==> src/design/hkr_pkg.sv <==
// Shared constants, payload types and helpers for the keyboard report event block.
package hkr_pkg;

    localparam int KEY_SLOTS        = 6;
    localparam int INPUT_KEY_FIELDS = 6;
    localparam int ACTIVE_SLOTS     = (KEY_SLOTS < INPUT_KEY_FIELDS) ? KEY_SLOTS
                                                                     : INPUT_KEY_FIELDS;
    localparam int MOD_BITS         = 8;
    localparam int CODE_W           = 8;
    localparam int EVENT_COUNT      = 2 * ACTIVE_SLOTS + MOD_BITS;
    localparam int EVENT_IDX_W      = $clog2(EVENT_COUNT);

    typedef logic [CODE_W-1:0]   code_t;
    typedef logic [MOD_BITS-1:0] mods_t;

    typedef struct packed {
        mods_t modifier_bits;
        code_t key_slot0;
        code_t key_slot1;
        code_t key_slot2;
        code_t key_slot3;
        code_t key_slot4;
        code_t key_slot5;
    } report_t;

    typedef struct packed {
        code_t code;
        logic  is_modifier;
        logic  pressed;
        logic  last_event;
    } key_event_t;

    typedef struct packed {
        logic capture;
        logic load_mask;
        logic emit;
        logic commit;
    } hkr_cmd_t;

    typedef struct packed {
        logic fresh_empty;
        logic pick_last;
        logic out_free;
    } hkr_status_t;

    function automatic logic usage_mapped(input code_t u);
        return ((u >= code_t'(4))   && (u <= code_t'(69)))  ||
               (u == code_t'(71))                           ||
               ((u >= code_t'(73))  && (u <= code_t'(103))) ||
               (u == code_t'(133))                          ||
               ((u >= code_t'(135)) && (u <= code_t'(140))) ||
               ((u >= code_t'(144)) && (u <= code_t'(148)));
    endfunction

endpackage

==> src/design/hkr_if.sv <==
// Valid/ready channel interfaces for reports in and key events out.
interface hkr_report_if;
    import hkr_pkg::*;
    logic    valid;
    logic    ready;
    report_t data;
    modport source (output valid, output data, input ready);
    modport sink (input valid, input data, output ready);
endinterface

interface hkr_event_if;
    import hkr_pkg::*;
    logic       valid;
    logic       ready;
    key_event_t data;
    modport source (output valid, output data, input ready);
    modport sink (input valid, input data, output ready);
endinterface

==> src/design/hkr_datapath.sv <==
// Datapath: report registers, event mask, event picker and output register.
module hkr_datapath (
    input  logic                clk,
    input  logic                rst_n,
    input  hkr_pkg::report_t    in_data,
    input  hkr_pkg::hkr_cmd_t   cmd,
    output hkr_pkg::hkr_status_t status,
    hkr_event_if.source         key_event
);
    import hkr_pkg::*;

    code_t in_slot [INPUT_KEY_FIELDS];
    code_t cur_keys_reg [KEY_SLOTS];
    code_t prev_keys_reg [KEY_SLOTS];
    mods_t cur_mods_reg;
    mods_t prev_mods_reg;
    logic [EVENT_COUNT-1:0] pending_reg;
    logic [EVENT_COUNT-1:0] pending_next;
    logic                   out_valid_reg;
    logic                   out_valid_next;
    key_event_t             out_data_reg;

    logic [ACTIVE_SLOTS-1:0] new_active;
    logic [ACTIVE_SLOTS-1:0] old_active;
    logic [ACTIVE_SLOTS-1:0] new_in_old;
    logic [ACTIVE_SLOTS-1:0] old_in_new;
    logic [EVENT_COUNT-1:0]  fresh_mask;
    code_t                   ev_code  [EVENT_COUNT];
    logic                    ev_mod   [EVENT_COUNT];
    logic                    ev_press [EVENT_COUNT];
    logic [EVENT_IDX_W-1:0]  pick_idx;
    logic [EVENT_COUNT-1:0]  pick_onehot;
    key_event_t              pick_event;

    assign in_slot[0] = in_data.key_slot0;
    assign in_slot[1] = in_data.key_slot1;
    assign in_slot[2] = in_data.key_slot2;
    assign in_slot[3] = in_data.key_slot3;
    assign in_slot[4] = in_data.key_slot4;
    assign in_slot[5] = in_data.key_slot5;

    // list prefixes up to the first zero
    always_comb
    begin
        for (int i = 0; i < ACTIVE_SLOTS; i++)
        begin
            if (i == 0)
            begin
                new_active[i] = (cur_keys_reg[i] != '0);
                old_active[i] = (prev_keys_reg[i] != '0);
            end
            else
            begin
                new_active[i] = new_active[i-1] && (cur_keys_reg[i] != '0);
                old_active[i] = old_active[i-1] && (prev_keys_reg[i] != '0);
            end
        end
    end

    always_comb
    begin
        for (int i = 0; i < ACTIVE_SLOTS; i++)
        begin
            new_in_old[i] = 1'b0;
            old_in_new[i] = 1'b0;
            for (int j = 0; j < ACTIVE_SLOTS; j++)
            begin
                new_in_old[i] = new_in_old[i] ||
                                (old_active[j] && (prev_keys_reg[j] == cur_keys_reg[i]));
                old_in_new[i] = old_in_new[i] ||
                                (new_active[j] && (cur_keys_reg[j] == prev_keys_reg[i]));
            end
        end
    end

    // event slots: presses, then releases, then modifier bits
    always_comb
    begin
        for (int i = 0; i < ACTIVE_SLOTS; i++)
        begin
            ev_code[i]    = cur_keys_reg[i];
            ev_mod[i]     = 1'b0;
            ev_press[i]   = 1'b1;
            fresh_mask[i] = new_active[i] && !new_in_old[i] && usage_mapped(cur_keys_reg[i]);
            ev_code[ACTIVE_SLOTS + i]    = prev_keys_reg[i];
            ev_mod[ACTIVE_SLOTS + i]     = 1'b0;
            ev_press[ACTIVE_SLOTS + i]   = 1'b0;
            fresh_mask[ACTIVE_SLOTS + i] = old_active[i] && !old_in_new[i] &&
                                           usage_mapped(prev_keys_reg[i]);
        end
        for (int b = 0; b < MOD_BITS; b++)
        begin
            ev_code[2*ACTIVE_SLOTS + b]    = CODE_W'(b);
            ev_mod[2*ACTIVE_SLOTS + b]     = 1'b1;
            ev_press[2*ACTIVE_SLOTS + b]   = cur_mods_reg[b];
            fresh_mask[2*ACTIVE_SLOTS + b] = cur_mods_reg[b] ^ prev_mods_reg[b];
        end
    end

    always_comb
    begin
        pick_idx = '0;
        for (int e = EVENT_COUNT - 1; e >= 0; e--)
        begin
            if (pending_reg[e])
            begin
                pick_idx = EVENT_IDX_W'(e);
            end
        end
        pick_onehot = '0;
        pick_onehot[pick_idx] = 1'b1;
        pick_event.code        = ev_code[pick_idx];
        pick_event.is_modifier = ev_mod[pick_idx];
        pick_event.pressed     = ev_press[pick_idx];
        pick_event.last_event  = ((pending_reg & ~pick_onehot) == '0);
    end

    assign status.fresh_empty = (fresh_mask == '0);
    assign status.pick_last   = pick_event.last_event;
    assign status.out_free    = !out_valid_reg || key_event.ready;

    always_comb
    begin
        pending_next = pending_reg;
        if (cmd.load_mask)
        begin
            pending_next = fresh_mask;
        end
        else if (cmd.emit)
        begin
            pending_next = pending_reg & ~pick_onehot;
        end
    end

    always_comb
    begin
        out_valid_next = out_valid_reg;
        if (cmd.emit)
        begin
            out_valid_next = 1'b1;
        end
        else if (key_event.ready)
        begin
            out_valid_next = 1'b0;
        end
    end

    always_ff @(posedge clk)
    begin
        if (cmd.capture)
        begin
            for (int i = 0; i < KEY_SLOTS; i++)
            begin
                if (i < ACTIVE_SLOTS)
                begin
                    cur_keys_reg[i] <= in_slot[i];
                end
                else
                begin
                    cur_keys_reg[i] <= '0;
                end
            end
            cur_mods_reg <= in_data.modifier_bits;
        end
        if (cmd.emit)
        begin
            out_data_reg <= pick_event;
        end
    end

    always_ff @(posedge clk or negedge rst_n)
    begin
        if (!rst_n)
        begin
            for (int i = 0; i < KEY_SLOTS; i++)
            begin
                prev_keys_reg[i] <= '0;
            end
            prev_mods_reg <= '0;
            pending_reg   <= '0;
            out_valid_reg <= 1'b0;
        end
        else
        begin
            if (cmd.commit)
            begin
                prev_keys_reg <= cur_keys_reg;
                prev_mods_reg <= cur_mods_reg;
            end
            pending_reg   <= pending_next;
            out_valid_reg <= out_valid_next;
        end
    end

    assign key_event.valid = out_valid_reg;
    assign key_event.data  = out_data_reg;

endmodule

==> src/design/hkr_controller.sv <==
// Controller: sequences capture, compare and event emission for one report.
module hkr_controller (
    input  logic                 clk,
    input  logic                 rst_n,
    input  logic                 in_valid,
    output logic                 in_ready,
    output hkr_pkg::hkr_cmd_t    cmd,
    input  hkr_pkg::hkr_status_t status
);
    import hkr_pkg::*;

    typedef enum logic [2:0] {
        S_IDLE = 3'b001,
        S_LOAD = 3'b010,
        S_EMIT = 3'b100
    } state_t;

    state_t state_reg;
    state_t state_next;

    always_comb
    begin
        state_next = state_reg;
        cmd        = '0;
        in_ready   = 1'b0;
        unique case (state_reg)
            S_IDLE:
            begin
                in_ready = 1'b1;
                if (in_valid)
                begin
                    cmd.capture = 1'b1;
                    state_next  = S_LOAD;
                end
            end
            S_LOAD:
            begin
                cmd.load_mask = 1'b1;
                if (status.fresh_empty)
                begin
                    cmd.commit = 1'b1;
                    state_next = S_IDLE;
                end
                else
                begin
                    state_next = S_EMIT;
                end
            end
            S_EMIT:
            begin
                if (status.out_free)
                begin
                    cmd.emit = 1'b1;
                    if (status.pick_last)
                    begin
                        cmd.commit = 1'b1;
                        state_next = S_IDLE;
                    end
                end
            end
            default:
            begin
                state_next = S_IDLE;
            end
        endcase
    end

    always_ff @(posedge clk or negedge rst_n)
    begin
        if (!rst_n)
        begin
            state_reg <= S_IDLE;
        end
        else
        begin
            state_reg <= state_next;
        end
    end

endmodule

==> src/design/hid_keyboard_report_to_key_events.sv <==
// Top level: boot keyboard report in, key press/release events out.
//
// report: one boot keyboard report per item (modifier byte, six key usages).
// key_event: one press or release per item; last_event marks the final event
//   of a report. A report equal to the previous one gives no events.
// Order: new-key presses in slot order, old-key releases in slot order,
//   then modifier changes for bits 0 to 7.
// Sequence: the report is captured, its event mask is loaded, then its events
//   (0 to 20) leave one event per cycle from the picker over the registered
//   event mask while key_event does not stall; a stall on key_event holds
//   the picker.
// report.ready is high only while no report is in work; it rises again in
//   the cycle after the last event is loaded into the output register, so
//   a new report may be taken while that event still waits.
// A stalled key_event holds its item in the output register.
// Reset clears the previous report to all-zero keys and modifiers.
module hid_keyboard_report_to_key_events (
    input  logic        clk,
    input  logic        rst_n,
    hkr_report_if.sink  report,
    hkr_event_if.source key_event
);
    import hkr_pkg::*;

    hkr_cmd_t    cmd;
    hkr_status_t status;

    hkr_controller u_ctrl (
        .clk      (clk),
        .rst_n    (rst_n),
        .in_valid (report.valid),
        .in_ready (report.ready),
        .cmd      (cmd),
        .status   (status)
    );

    hkr_datapath u_dp (
        .clk       (clk),
        .rst_n     (rst_n),
        .in_data   (report.data),
        .cmd       (cmd),
        .status    (status),
        .key_event (key_event)
    );

endmodule

==> src/flat_wrapper.sv <==
// flat-port wrapper written by rule: the top's interface ports become plain ports
module hid_keyboard_report_to_key_events_flat import hkr_pkg::*;
  (clk, rst_n, report_valid, report_data, report_ready, key_event_valid, key_event_data, key_event_ready);
  hkr_report_if report_i ();
  hkr_event_if key_event_i ();
  input  logic clk;
  input  logic rst_n;
  input wire logic [$bits(report_i.valid)-1:0] report_valid;
  input wire logic [$bits(report_i.data)-1:0] report_data;
  output wire logic [$bits(report_i.ready)-1:0] report_ready;
  output wire logic [$bits(key_event_i.valid)-1:0] key_event_valid;
  output wire logic [$bits(key_event_i.data)-1:0] key_event_data;
  input wire logic [$bits(key_event_i.ready)-1:0] key_event_ready;
  assign report_i.valid = report_valid;
  assign report_i.data = report_data;
  assign report_ready = report_i.ready;
  assign key_event_valid = key_event_i.valid;
  assign key_event_data = key_event_i.data;
  assign key_event_i.ready = key_event_ready;
  hid_keyboard_report_to_key_events u_core (.clk(clk), .rst_n(rst_n), .report(report_i), .key_event(key_event_i));
endmodule
==> config.mk <==
export PLATFORM = sky130hd
export DESIGN_NAME = hid_keyboard_report_to_key_events_flat
export DESIGN_NICKNAME = d
export VERILOG_FILES = /design/src/design/hkr_pkg.sv /design/src/design/hkr_if.sv /design/src/design/hkr_datapath.sv /design/src/design/hkr_controller.sv /design/src/design/hid_keyboard_report_to_key_events.sv /design/src/flat_wrapper.sv
export SDC_FILE = /design/constraint.sdc
export NUM_CORES = 1
export LEC_CHECK = 0
export BUFFER_PORTS_ARGS = -buffer_cell sky130_fd_sc_hd__buf_2
export CELL_PAD_IN_SITES_DETAIL_PLACEMENT = 0
export CELL_PAD_IN_SITES_GLOBAL_PLACEMENT = 1
export CORE_MARGIN = 5
export CORE_UTILIZATION = 45
export CTS_BUF_LIST = sky130_fd_sc_hd__clkbuf_8
export DETAILED_ROUTE_END_ITERATION = 16
export PLACE_DENSITY = 0.87
export SYNTH_ARGS = -nofsm -noshare
export SYNTH_HDL_FRONTEND = slang
export SYNTH_SLANG_ARGS = --single-unit
==> constraint.sdc <==
create_clock -name clk -period 3.5 [get_ports clk]
set_input_delay 0.35 -clock clk [delete_from_list [all_inputs] [get_ports clk]]
set_output_delay 0.35 -clock clk [all_outputs]
set_load 0.05 [all_outputs]
# --- Word-level counts from Yosys, hierarchy flattened ---
# Memory sizes are Yosys's and may differ from the RTL's. A register that Yosys moved wholly into a read port is not among the register bits.
# Index checks and enable logic that the tools add are counted.
op_classes:
  order_cmp: 99
  bitwise_logic: 11
  reduce_logical: 306
  n_mux: 46
  eq_ne: 102
ops:
  columns: ["operator", "count"]
  rows:
  - ["$eq 8x8->1", 72]
  - ["$ge 8x8->1 const B", 24]
  - ["$le 8x7->1 const B", 24]
  - ["$le 8x8->1 const B", 24]
  - ["$logic_and 1x1->1", 155]
  - ["$logic_or 1x1->1", 121]
  - ["$mux 5", 20]
  - ["$eq 8x7->1 const B", 12]
  - ["$eq 8x8->1 const B", 12]
  - ["$ge 8x3->1 const B", 12]
  - ["$ge 8x7->1 const B", 12]
  - ["$reduce_bool 8->1", 12]
  - ["$bmux 8 s5", 1]
  - ["$logic_not 20->1", 2]
  - ["$mux 20", 2]
  - ["$and 20x20->20", 1]
  - ["$not 20->20", 1]
  - ["$mux 8", 2]
  - ["$logic_not 1->1", 13]
  - ["$mux 1", 12]
  - ["$mux 3", 4]
  - ["$pmux 3 s3", 1]
  - ["$xor 1x1->1", 8]
  - ["$ge 6x6->1 const B", 1]
  - ["other kinds (14)", 16]
totals:
  ff_bits: 146
  word_cells: 585
  inputBits: 60
  mem_bits_ro: 32
  mem_count: 1
  output_inout_bits: 13
mem_list:
  columns: ["name", "depth", "word_bits", "read_ports", "rd_clocked_by_memory_dff", "wr", "line_no", "source"]
  rows:
  - ["(name not given)", 32, 1, 1, 1, 0, "hkr_datapath.sv:113", "pick_event.is_modifier = ev_mod[pick_idx];"]

# --- Logic depth before layout (Yosys ltp) ---
depth:
  word_depth: 32
  depth_mapped: 14
  mapped_depth_nobuf: 10

# --- By module ---
# Synthesis repeated with hierarchy kept, for this count alone.
unflattened:
  cells_unflattened: 1375
  area_unflattened_um2: 12228.0
modules_own_cells:
  columns: ["mod", "area_per_inst_um2", "seq_area_each_um2", "cells_per_inst", "instances"]
  rows:
  - ["hkr_datapath", 12005.3, 3938.8, 1355, 1]
  - ["hkr_controller", 222.7, 76.3, 20, 1]

# --- Worst setup path after synthesis ---
# Ideal clock, no wire load.
synth_path:
  path_type: "reg2reg"
  start: "reg u_core.u_ctrl.state_reg[0]"
  end: "reg u_core.u_dp.cur_keys_reg[0] (netlist bit) (enable)"
  setup_ns: 0.419
  path_stages_with_launch: 3
  n_path_buf: 0
  arrival_ns: 3.345
  t_required_ns: 3.081
  slack_ns: -0.264
  synth_period_minus_slack_ns: 3.764
  path_cell_list: "dfstp_2 nor3b_1 and2_1"
synth_rtl:
  columns: ["item", "line_no", "source"]
  rows:
  - ["from (decl)", "hkr_controller.sv:18", "state_t state_reg;"]
  - ["from (signal assigned)", "hkr_controller.sv:76", "state_reg <= state_next;"]
  - ["to (signal, indexed assignment)", "hkr_datapath.sv:156", "cur_keys_reg[i] <= in_slot[i];"]
  - ["to (decl)", "hkr_datapath.sv:13", "code_t cur_keys_reg [KEY_SLOTS];"]

# --- Final worst setup path ---
layout_path:
  start: "reg u_core.u_dp.prev_keys_reg (netlist bit u_core.u_dp.ev_code[104])"
  end: "reg u_core.u_dp.prev_keys_reg (netlist bit u_core.u_dp.ev_code[70])"
layout_between:
  elab_chain_len: 14
  word_cells_on_any_way: 148
  cone_classes: "order compare (8); eq/ne (14); mux (2); reduce/logical (124)"
layout_lines:
  columns: ["item", "line_no", "source"]
  rows:
  - ["from (decl)", "hkr_datapath.sv:14", "code_t prev_keys_reg [KEY_SLOTS];"]
  - ["from (signal assigned)", "hkr_datapath.sv:187", "prev_keys_reg <= cur_keys_reg;"]
  - ["branches (longest 11 deep; another with $ge 8x3->1)", null, null]
  - ["$logic_not 20->1 (*)", "hkr_datapath.sv:118", "assign status.fresh_empty = (fresh_mask == '0);"]
  - ["$mux 1 (*)", "hkr_controller.sv:39", "if (status.fresh_empty)"]
  - ["$pmux 1 s2 (*)", "hkr_controller.sv:26", "unique case (state_reg)"]
# Every way passes the cells marked *.
# A chain may end at the register's enable or synchronous reset.

==> run_results.csv <==
group,metric,value,unit
run_status,status,"finished with violations",
run_status,failed_checks,"setup timing",
worst_setup_path,worst-path-max-fanout,8,
worst_setup_path,worst_setup_path_end_kind,"flop",
power_and_ir_drop,p_leak,7.01,nW
finish,multi_input_comb_area,7950,µm²
finish,ff_latch_area,4030,µm²
worst_setup_path,startpoint_type,"flop",
floorplanning,rows,60,
min_path,hp-class,"in -> reg",
floorplanning,start_util,45.3,%
worst_setup_path,crit_slowest_cell,"or4_4",
timing,hold_viol,0,
worst_setup_path,path_cells,"buf_4 > buf_4 > xnor2_1 > nand4_1 > nor2_1 > a22oi_1 > and3_1 > a22oi_1 > nand4_1 > or4_4 > o31ai_4 > buf_6 > buf_12 > buf_16 > mux2_4",
synth,synth_top_area_share,16.6,%
worst_setup_path,reg2reg_setup_slack,-0.17,ns
power_and_ir_drop,irDropWorstVdd,0.446,mV
timing,fin_crit_sh,105,%
finish,layout-area-overhead-vs-synth,39.5,%
worst_setup_path,r2r_start,"u_core.u_dp.ev_code[104]",
finish,final_cell_mix,"391 x buf_4, 178 x xnor2_1, 123 x xor2_1",
power_and_ir_drop,power_density,836,nW/µm²
route,dr.first_iter.drc_count,1647,
route,via_per_inst,6.28,
grt,grt_start_max_net_pins,81,
finish,layout_commonest_cell,"buf_4",
route,ant_nets,0,
clock_network,htreeDepth,4,
timing,finalCriticalPeriod,3.67,ns
synth,syn-num-nets,1422,
worst_setup_path,timing.critical_path.buf_inv,5,
synth,synth_flop_cell,"dfrtp_1",
power_and_ir_drop,total_power,0.0141,W
synth,yosys_warnings,0,
worst_setup_path,critPathMaxStageDelay,0.47,ns
worst_setup_path,path_depth,15,
clock_network,cts_buffer_depth,2,
synth,synth_area_leaders,"edfxtp_1 17%, dfrtp_1 16%, xnor2_1 13%, xor2_1 8.9%, mux2_1 3.5%",
clock_network,cts_root_buf,"clkbuf_8",
finish,drive_above_1_share,38.2,%
timing,fmax,0.273,GHz
placement,gp_congestion,1.04,
clock_network,clkTransAtPathRegs,0.10,ns
timing,setup-violations-final,55,
timing,rsz0062_at_grt,"true",
grt,grt_pass1_wl,79.8,mm
min_path,holdPathStages,1,
worst_setup_path,path_delay_family,"simple AND/OR/NAND/NOR gates",
timing,slew_viol_final,0,
route,drc,0,
placement,port_buffers,72,
synth,synth_top_cell_by_area,"edfxtp_1",
clock_network,cts_sinks,147,
placement,pre_cts_ws,-0.324,ns
floorplanning,core,26700,µm²
clock_network,numCtsBuffers,17,
route,vias,13219,
timing,max_slew.worst_pin.slew,1.15,ns
worst_setup_path,crit_type,"reg -> reg",
worst_setup_path,required,3.86,ns
timing,slew_headroom,23.7,%
floorplanning,die-area,30300,µm²
grt,antenna_found_initial,0,
synth,syn-mean-instance-area,8.88,µm²
placement,hpwl,39.9,mm
synth,synth_cell_types,80,
clock_network,worstSkewPairLatency,0.49,ns
route,drt_pass1_iterations,12,
synth,yosysSeqAreaShare,33.2,%
min_path,hp-start,"report_data[18]",
synth,syn_inst,1362,
grt,globalRouteOverflowTotal,0,
floorplanning,fp.dieH,174,µm
grt,grt_pass1_vias,12873,
route,drt_wl_total,54.1,mm
synth,synth_seq_cells,147,
worst_setup_path,cp_data_arrival_time,4.03,ns
worst_setup_path,worstRegToRegCells,15,
synth,async_flop_share,54.4,%
timing,fin_worst_skew,0.0244,ns
clock_network,cts_tree,"built",
timing,timing.final.ws_setup,-0.166,ns
finish,fin_nets,1811,
route,wl_per_cell,25.7,µm
job,cap_violations,0,
grt,grt_use_total,34.4,%
finish,n_fill_cell,2221,
finish,insertedDiodeCount,0,
synth,synth_area,12100,µm²
min_path,hold_end,"u_core.u_dp.cur_keys_reg[18]",
floorplanning,die_w,174,µm
floorplanning,ios,73,
synth,synth_edf_count,67,
worst_setup_path,r2r-end,"u_core.u_dp.ev_code[70]",
[cell usage after synthesis, drive strengths merged, types with 5 or more instances]
| library cell | instances |
|---|---|
| or3 | 6 |
| clkbuf | 76 |
| nor2 | 104 |
| nand3 | 11 |
| edfxtp | 67 |
| a21oi | 42 |
| o21a | 11 |
| dfrtp | 79 |
| o22ai | 21 |
| nand4 | 52 |
| or2 | 8 |
| a221oi | 5 |
| a21o | 5 |
| nor3 | 39 |
| or4 | 10 |
| nand2b | 7 |
| buf | 65 |
| o21ai | 80 |
| xnor2 | 179 |
| o31ai | 14 |
| a22oi | 12 |
| nor4 | 49 |
| a21boi | 5 |
| a211oi | 13 |
| o211ai | 6 |
| a31oi | 16 |
| a222oi | 13 |
| xor2 | 123 |
| mux2 | 55 |
| nand2 | 75 |
| nor3b | 5 |
| inv | 20 |
| a22o | 6 |
| and2 | 6 |
| o41ai | 5 |
| nor2b | 6 |
[layer usage]
metal	share of wire (%)	GRT usage, %
met4	5.9	16.1
met3	10	7.00
met1	39	45.2
met2	45	54.6
met5	0	0
[cell type report]
type	instances	share of cell area, %
Multi-Input combinational cell	1053	47.1
Timing Repair Buffer	511	24.0
Sequential cell	147	23.9
Tap cell	341	2.53
Clock buffer	17	1.39
Clock inverter	15	0.645
Inverter	21	0.467
[cells by family (layout without fill, tap and decap cells)]
group                    count (synthesis)  in the layout  synth area share, %
buffers and inverters                  162            564                 5.58
multiplexers                            58             58                 5.37
AO/OA/AOI/OAI                          299            299                 16.8
adder cells (fa/ha/maj)                  4              4                0.331
AND/OR/NAND/NOR                        390            390                 16.8
XOR/XNOR                               302            302                 21.9
flip-flops                             147            147                 33.2
[stage by stage]
stage	std cells	hold WS (ns)	cell area (µm²)	TNS [ns]	util [%]
6_report	2105	0.0319	16900	-5.59	63.2
5_1_grt	2105	0.0165	16900	-13.17	63.2
4_1_cts	2051	0.00456	16200	-3.33	60.4
3_5_place_dp	1989	0.495	15200	-16.03	56.8
3_3_place_gp	1989	0.487	15200	-14.24	56.8
2_1_floorplan	1362	0.0544	12100	0	-
[worst max path at each step]
stage                                       startpoint                        to  slack [ns]
after global placement         u_core.u_dp.ev_code[87]   u_core.u_dp.ev_code[87]       -0.28
after CTS                     u_core.u_dp.ev_code[106]  u_core.u_dp.ev_code[100]       -0.13
after floorplan               u_core.u_dp.ev_code[107]   u_core.u_dp.ev_code[96]        0.11
final                         u_core.u_dp.ev_code[104]   u_core.u_dp.ev_code[70]       -0.17
after global routing      u_core.u_dp.cur_keys_reg[11]   u_core.u_dp.ev_code[93]       -0.31
after detailed placement       u_core.u_dp.ev_code[85]   u_core.u_dp.ev_code[87]       -0.32
[what timing repair did]
| action | 4_1_cts | 5_1_grt |
|---|---|---|
| cloned | 4 | 0 |
| hold buffers | 0 | 10 |
| pin swaps | 8 | 21 |
| endpoints found under the hold margin | 0 | 10 |
| gates resized for setup | 81 | 80 |
| setup endpoints to repair | 58 | 62 |
| buffers inserted | 26 | 45 |
[where the power goes]
| group | switching [W] | leakage (nW) | internal, W |
|---|---|---|---|
| Combinational | 0.00544 | 5.17 | 0.00442 |
| Clock | 0.000801 | 0.167 | 0.000494 |
| Sequential | 0.000585 | 1.67 | 0.00237 |
Note: power is estimated with default switching activity, not from simulation.
